## src/sv/qidr_pkg.sv

```systemverilog
`default_nettype none
package qidr_pkg;

    localparam int TABLE_DEPTH = 64;

    localparam int MAP_DEPTH = 4096;
    localparam int MAP_AW    = 12;
    localparam int MAP_W     = 16;

    localparam logic [31:0] CHECK_INTERVAL_RST = 32'd60;
    localparam logic [31:0] ENTRY_TIMEOUT_RST  = 32'd600;
    localparam logic [15:0] LAST_ID_RST        = 16'hffff;

    localparam logic [1:0] KIND_QUERY = 2'd0;
    localparam logic [1:0] KIND_RESP  = 2'd1;
    localparam logic [1:0] KIND_TICK  = 2'd2;

    localparam logic REG_CHECK_INTERVAL = 1'b0;
    localparam logic REG_ENTRY_TIMEOUT  = 1'b1;

    localparam logic [2:0] ACT_FORWARD = 3'd0;
    localparam logic [2:0] ACT_REPLY   = 3'd1;
    localparam logic [2:0] ACT_NOMATCH = 3'd2;
    localparam logic [2:0] ACT_NOROOM  = 3'd3;
    localparam logic [2:0] ACT_SKIP    = 3'd4;
    localparam logic [2:0] ACT_PURGED  = 3'd5;

    localparam logic [3:0] OP_NONE     = 4'd0;
    localparam logic [3:0] OP_CLR      = 4'd1;
    localparam logic [3:0] OP_LOAD     = 4'd2;
    localparam logic [3:0] OP_SCAN_RD  = 4'd3;
    localparam logic [3:0] OP_SCAN_EV  = 4'd4;
    localparam logic [3:0] OP_HIT_WR   = 4'd5;
    localparam logic [3:0] OP_RESP_HIT = 4'd6;
    localparam logic [3:0] OP_ALLOC_RD = 4'd7;
    localparam logic [3:0] OP_ALLOC_EV = 4'd8;
    localparam logic [3:0] OP_FILL     = 4'd9;
    localparam logic [3:0] OP_NOSLOT   = 4'd10;
    localparam logic [3:0] OP_MAP_RD   = 4'd11;
    localparam logic [3:0] OP_MAP_CLR  = 4'd12;
    localparam logic [3:0] OP_OUT      = 4'd13;

    typedef struct packed {
        logic [31:0] addr;
        logic [31:0] seen;
        logic [15:0] port;
        logic [15:0] new_id;
        logic [15:0] org_id;
        logic        tcp;
    } t_entry;

    localparam int ENTRY_W = $bits(t_entry);

    typedef struct packed {
        logic [3:0] op;
        logic [2:0] act;
    } t_cmd;

    typedef struct packed {
        logic       clr_last;
        logic [1:0] kind;
        logic       tick_early;
        logic       match;
        logic       scan_last;
        logic       scan_end;
        logic       alloc_found;
        logic       alloc_last;
        logic       slot_ok;
        logic       out_free;
    } t_status;

endpackage
`default_nettype wire

```

## src/sv/qidr_ctrl.sv

```systemverilog
`default_nettype none
module qidr_ctrl (
    input  wire logic              i_clk,
    input  wire logic              i_rst_n,
    input  wire logic              i_in_valid,
    output logic                   o_in_stall,
    input  wire qidr_pkg::t_status i_status,
    output qidr_pkg::t_cmd         o_cmd
);

    localparam logic [3:0] ST_CLR      = 4'd0;
    localparam logic [3:0] ST_IDLE     = 4'd1;
    localparam logic [3:0] ST_DISP     = 4'd2;
    localparam logic [3:0] ST_SCAN_RD  = 4'd3;
    localparam logic [3:0] ST_SCAN_EV  = 4'd4;
    localparam logic [3:0] ST_HIT_WR   = 4'd5;
    localparam logic [3:0] ST_RESP     = 4'd6;
    localparam logic [3:0] ST_ALLOC_RD = 4'd7;
    localparam logic [3:0] ST_ALLOC_EV = 4'd8;
    localparam logic [3:0] ST_FILL     = 4'd9;
    localparam logic [3:0] ST_NOSLOT   = 4'd10;
    localparam logic [3:0] ST_MAP_RD   = 4'd11;
    localparam logic [3:0] ST_MAP_CLR  = 4'd12;
    localparam logic [3:0] ST_OUT      = 4'd13;

    logic [3:0] r_state, n_state;
    logic [2:0] r_act, n_act;

    always_ff @(posedge i_clk) begin
        if (!i_rst_n) begin
            r_state <= ST_CLR;
            r_act   <= qidr_pkg::ACT_NOMATCH;
        end else begin
            r_state <= n_state;
            r_act   <= n_act;
        end
    end

    always_comb begin
        n_state    = r_state;
        n_act      = r_act;
        o_cmd.op   = qidr_pkg::OP_NONE;
        o_cmd.act  = r_act;
        o_in_stall = 1'b1;
        unique case (r_state)
            ST_CLR: begin
                o_cmd.op = qidr_pkg::OP_CLR;
                if (i_status.clr_last) n_state = ST_IDLE;
            end
            ST_IDLE: begin
                o_in_stall = 1'b0;
                if (i_in_valid) begin
                    o_cmd.op = qidr_pkg::OP_LOAD;
                    n_state  = ST_DISP;
                end
            end
            ST_DISP: begin
                priority if (i_status.kind == qidr_pkg::KIND_QUERY ||
                             i_status.kind == qidr_pkg::KIND_RESP) begin
                    n_state = ST_SCAN_RD;
                end else if (i_status.kind == qidr_pkg::KIND_TICK) begin
                    if (i_status.tick_early) begin
                        n_act   = qidr_pkg::ACT_SKIP;
                        n_state = ST_OUT;
                    end else begin
                        n_state = ST_SCAN_RD;
                    end
                end else begin
                    n_act   = qidr_pkg::ACT_NOMATCH;
                    n_state = ST_OUT;
                end
            end
            ST_SCAN_RD: begin
                o_cmd.op = qidr_pkg::OP_SCAN_RD;
                n_state  = ST_SCAN_EV;
            end
            ST_SCAN_EV: begin
                o_cmd.op = qidr_pkg::OP_SCAN_EV;
                if (i_status.match) begin
                    priority if (i_status.kind == qidr_pkg::KIND_QUERY) n_state = ST_HIT_WR;
                    else if (i_status.kind == qidr_pkg::KIND_RESP) n_state = ST_RESP;
                    else n_state = ST_MAP_RD;
                end else if (i_status.scan_last) begin
                    priority if (i_status.kind == qidr_pkg::KIND_QUERY) begin
                        n_state = ST_ALLOC_RD;
                    end else if (i_status.kind == qidr_pkg::KIND_RESP) begin
                        n_act   = qidr_pkg::ACT_NOMATCH;
                        n_state = ST_OUT;
                    end else begin
                        n_act   = qidr_pkg::ACT_PURGED;
                        n_state = ST_OUT;
                    end
                end else begin
                    n_state = ST_SCAN_RD;
                end
            end
            ST_HIT_WR: begin
                o_cmd.op = qidr_pkg::OP_HIT_WR;
                n_act    = qidr_pkg::ACT_FORWARD;
                n_state  = ST_OUT;
            end
            ST_RESP: begin
                o_cmd.op = qidr_pkg::OP_RESP_HIT;
                n_state  = ST_MAP_RD;
            end
            ST_ALLOC_RD: begin
                o_cmd.op = qidr_pkg::OP_ALLOC_RD;
                n_state  = ST_ALLOC_EV;
            end
            ST_ALLOC_EV: begin
                o_cmd.op = qidr_pkg::OP_ALLOC_EV;
                priority if (i_status.alloc_found) begin
                    n_state = i_status.slot_ok ? ST_FILL : ST_NOSLOT;
                end else if (i_status.alloc_last) begin
                    n_act   = qidr_pkg::ACT_NOROOM;
                    n_state = ST_OUT;
                end else begin
                    n_state = ST_ALLOC_RD;
                end
            end
            ST_FILL: begin
                o_cmd.op = qidr_pkg::OP_FILL;
                n_act    = qidr_pkg::ACT_FORWARD;
                n_state  = ST_OUT;
            end
            ST_NOSLOT: begin
                o_cmd.op = qidr_pkg::OP_NOSLOT;
                n_act    = qidr_pkg::ACT_NOROOM;
                n_state  = ST_OUT;
            end
            ST_MAP_RD: begin
                o_cmd.op = qidr_pkg::OP_MAP_RD;
                n_state  = ST_MAP_CLR;
            end
            ST_MAP_CLR: begin
                o_cmd.op = qidr_pkg::OP_MAP_CLR;
                priority if (i_status.kind == qidr_pkg::KIND_RESP) begin
                    n_act   = qidr_pkg::ACT_REPLY;
                    n_state = ST_OUT;
                end else if (i_status.scan_end) begin
                    n_act   = qidr_pkg::ACT_PURGED;
                    n_state = ST_OUT;
                end else begin
                    n_state = ST_SCAN_RD;
                end
            end
            ST_OUT: begin
                if (i_status.out_free) begin
                    o_cmd.op = qidr_pkg::OP_OUT;
                    n_state  = ST_IDLE;
                end
            end
            default: begin
                n_state = ST_IDLE;
            end
        endcase
    end

endmodule
`default_nettype wire

```

## config.mk

```make
export PLATFORM = sky130hd
export DESIGN_NAME = qidr_ctrl
export DESIGN_NICKNAME = d
export VERILOG_FILES = /design/src/sv/qidr_pkg.sv /design/src/sv/qidr_ctrl.sv
export SDC_FILE = /design/constraint.sdc
export NUM_CORES = 1
export LEC_CHECK = 0
export ABC_AREA = 1
export BUFFER_PORTS_ARGS = -buffer_cell sky130_fd_sc_hd__buf_2
export CORE_MARGIN = 1
export CORE_UTILIZATION = 30
export CTS_CLUSTER_SIZE = 24
export DETAILED_ROUTE_END_ITERATION = 7
export GPL_TIMING_DRIVEN = 0
export HOLD_SLACK_MARGIN = 0.1
export RECOVER_POWER = 25
export SKIP_CTS_REPAIR_TIMING = 1
export SLEW_MARGIN = 30
export SYNTH_ARGS = -nofsm -noshare
export SYNTH_HDL_FRONTEND = slang
export SYNTH_SLANG_ARGS = --single-unit
```

## constraint.sdc

```tcl
create_clock -name i_clk -period 2.5 [get_ports i_clk]
set_input_delay 0.375 -clock i_clk [delete_from_list [all_inputs] [get_ports i_clk]]
set_output_delay 0.375 -clock i_clk [all_outputs]
set_load 0.05 [all_outputs]
```

==> run metrics <==
status=finished, final reports clean; Port Buf Inserts=21; std cell rows=18; leading area contributor after synthesis=nand2_1; TritonRoute pass-1 iters=4; Layout Skew=8.76 ps; Die H=52.8 µm; final hold vios=0; vias per inst=4.91; Layout fillers=278; Yosys reg bits=7; mapped cell area=773 µm²; CTS tree=yes; Slew @ Worst Pin=596 ps; RSZ-0062 raised after global routing=no; gr usage total=17.7%; Post-synth EDFFs=0; fin nets=182; cell area power density=1500 mW/mm²; via count=967; area of the die=0.00278 mm²; clk sinks=7; mean post-synth cell area=5.45 µm²; Crit Path Max Fanout=6; Starting Density=31.5%; fmax=0.498 GHz; Antenna diodes=0; post-synth cell types=20; ANT nets after route=0; initial antenna violation count=0; worst endpoint required time=2120 ps; Tcrit/Tclk final=80.3%; FF-to-FF path depth=9; HP Class=in2reg; CTS Buf Count=3; clk_lat worst skew=250 ps; Root Driver=clkbuf_4; Post-synth top cells=45 x nand2_1, 17 x inv_1, 16 x nand3_1, 14 x nor2_1, 8 x o21ai_0; drt total wl=2.10 mm; hpwl dp=1.73 mm; synth warn=0; register area=140 µm²; htree depth=1; share of layout cells above drive strength 1=26.9%; share of the synthesized area in the top cell type=21.8%; Setup Total Neg Slack=0 ps; syn_nets=156; endpoints failing setup=0; CP Capture Type=primary output; I/O Pins=22; worst hold path depth=2; setup ws final=491 ps; area of the multi-input gates=547 µm²; Die W=52.8 µm; pre-CTS setup slack=768 ps; ranking of synthesized cells by area=nand2_1 22%, dfxtp_1 18%, nand3_1 10%; routability cong.=0.837; DRC=0; max-slew violations=0; Crit Path Category=reg2out; WL per Instance=10.6 µm; Min Clock Period, post-route=2010 ps; number of max-cap violations=0; Critical Path Source Type=flip-flop; total grt overflow=0; CTS Buffer Depth=2; slew margin rel.=60.4%; clock-pin slew on the worst setup and hold paths=60 ps; largest net degree at the start of global routing=8; vias in the first global route=862; first-pass GRT wire length=3.61 mm; ys async rst share=0%; VDD IR max=0.000723 V; Leakage=0.543 nW; Most used DFF post-synth=dfxtp_1; Seq/Total Area, Yosys=18.1%; count leader, synth=nand2_1; area grow syn2layout=21.4%; WP data arrival=1630 ps; Cells after Synth=142; total core area=0.00245 mm²; setup slack, reg-to-reg=1060 ps; DRT iter0 DRCs=36
## power by group
part	switching, mW	internal [mW]
logic	0.772	0.309
clock network	0.0415	0.0609
registers	0.0650	0.155
total	0.879	0.525
## critical path: stages, from the launching register on
cell	delay [ps]
dfxtp_1	470
nand2_1	180
nor4_1	300
nor2_1	100
nand2_1	70
buf_2	250
## worst paths after layout
path         startpoint        to
min reg2reg    r_act[1]  r_act[1]
max reg2reg  r_state[2]  r_act[0]
max          r_state[2]  o_cmd[5]
min             i_rst_n  r_act[1]
## state kept, by name, summed over array words and instances, names as in the netlist
register / count
r_state: 4
r_act: 3
## per-stage QoR
stage / hold slack, ps / instance area [µm²] / cells / total power [mW] / util, %
global placement: 453 / 916 / 193 / 1.29 / 37.3
global route: 397 / 938 / 197 / 1.54 / 38.2
floorplan: 460 / 773 / 142 / 1.08 / -
finish: 394 / 938 / 197 / 1.40 / 38.2
CTS: 387 / 942 / 197 / 1.41 / 38.4
detailed placement: 472 / 916 / 193 / 1.30 / 37.3
## layer usage
metal | global-route usage, % | wire, µm | vias up
met5 | 0 | 0 | -
met4 | 2.63 | 0 | 0
met3 | 5.22 | 109 | 0
met2 | 28.1 | 943 | 25
met1 | 23.8 | 1050 | 441
li1 | - | - | 501
## final cells by class
cell class | count | share of cell area, %
sequential | 7 | 14.9
tap | 30 | 4.00
multi-input combinational | 112 | 58.3
clock buffer | 4 | 2.80
timing repair buffer | 21 | 10.8
inverter | 23 | 9.20
## cell usage in the layout, fill, tap and decap left out
cell       instances
a21oi_1            3
buf_2             18
clkbuf_1           4
clkbuf_4           3
dfxtp_1            7
inv_1             17
inv_2              6
nand2_1           45
nand2_2            5
nand2_4            3
nand3_1           16
nand3_2            1
nand4_1            2
nand4_2            1
nor2_1            14
nor2_2             7
nor3_1             2
nor3b_1            1
nor4_1             1
o2111ai_1          1
o211ai_1           1
o21ai_0            8
or2_2              1
## logic make-up (layout without fill, tap and decap cells)
| group | after synthesis | count (layout) | share of synthesized area, % |
|---|---|---|---|
| AO/OA/AOI/OAI | 13 | 13 | 9.22 |
| AND/OR/NAND/NOR | 99 | 99 | 61.5 |
| flip-flops | 7 | 7 | 18.1 |
| buffers and inverters | 23 | 48 | 11.2 |
Power figures use the tool's default switching activity.
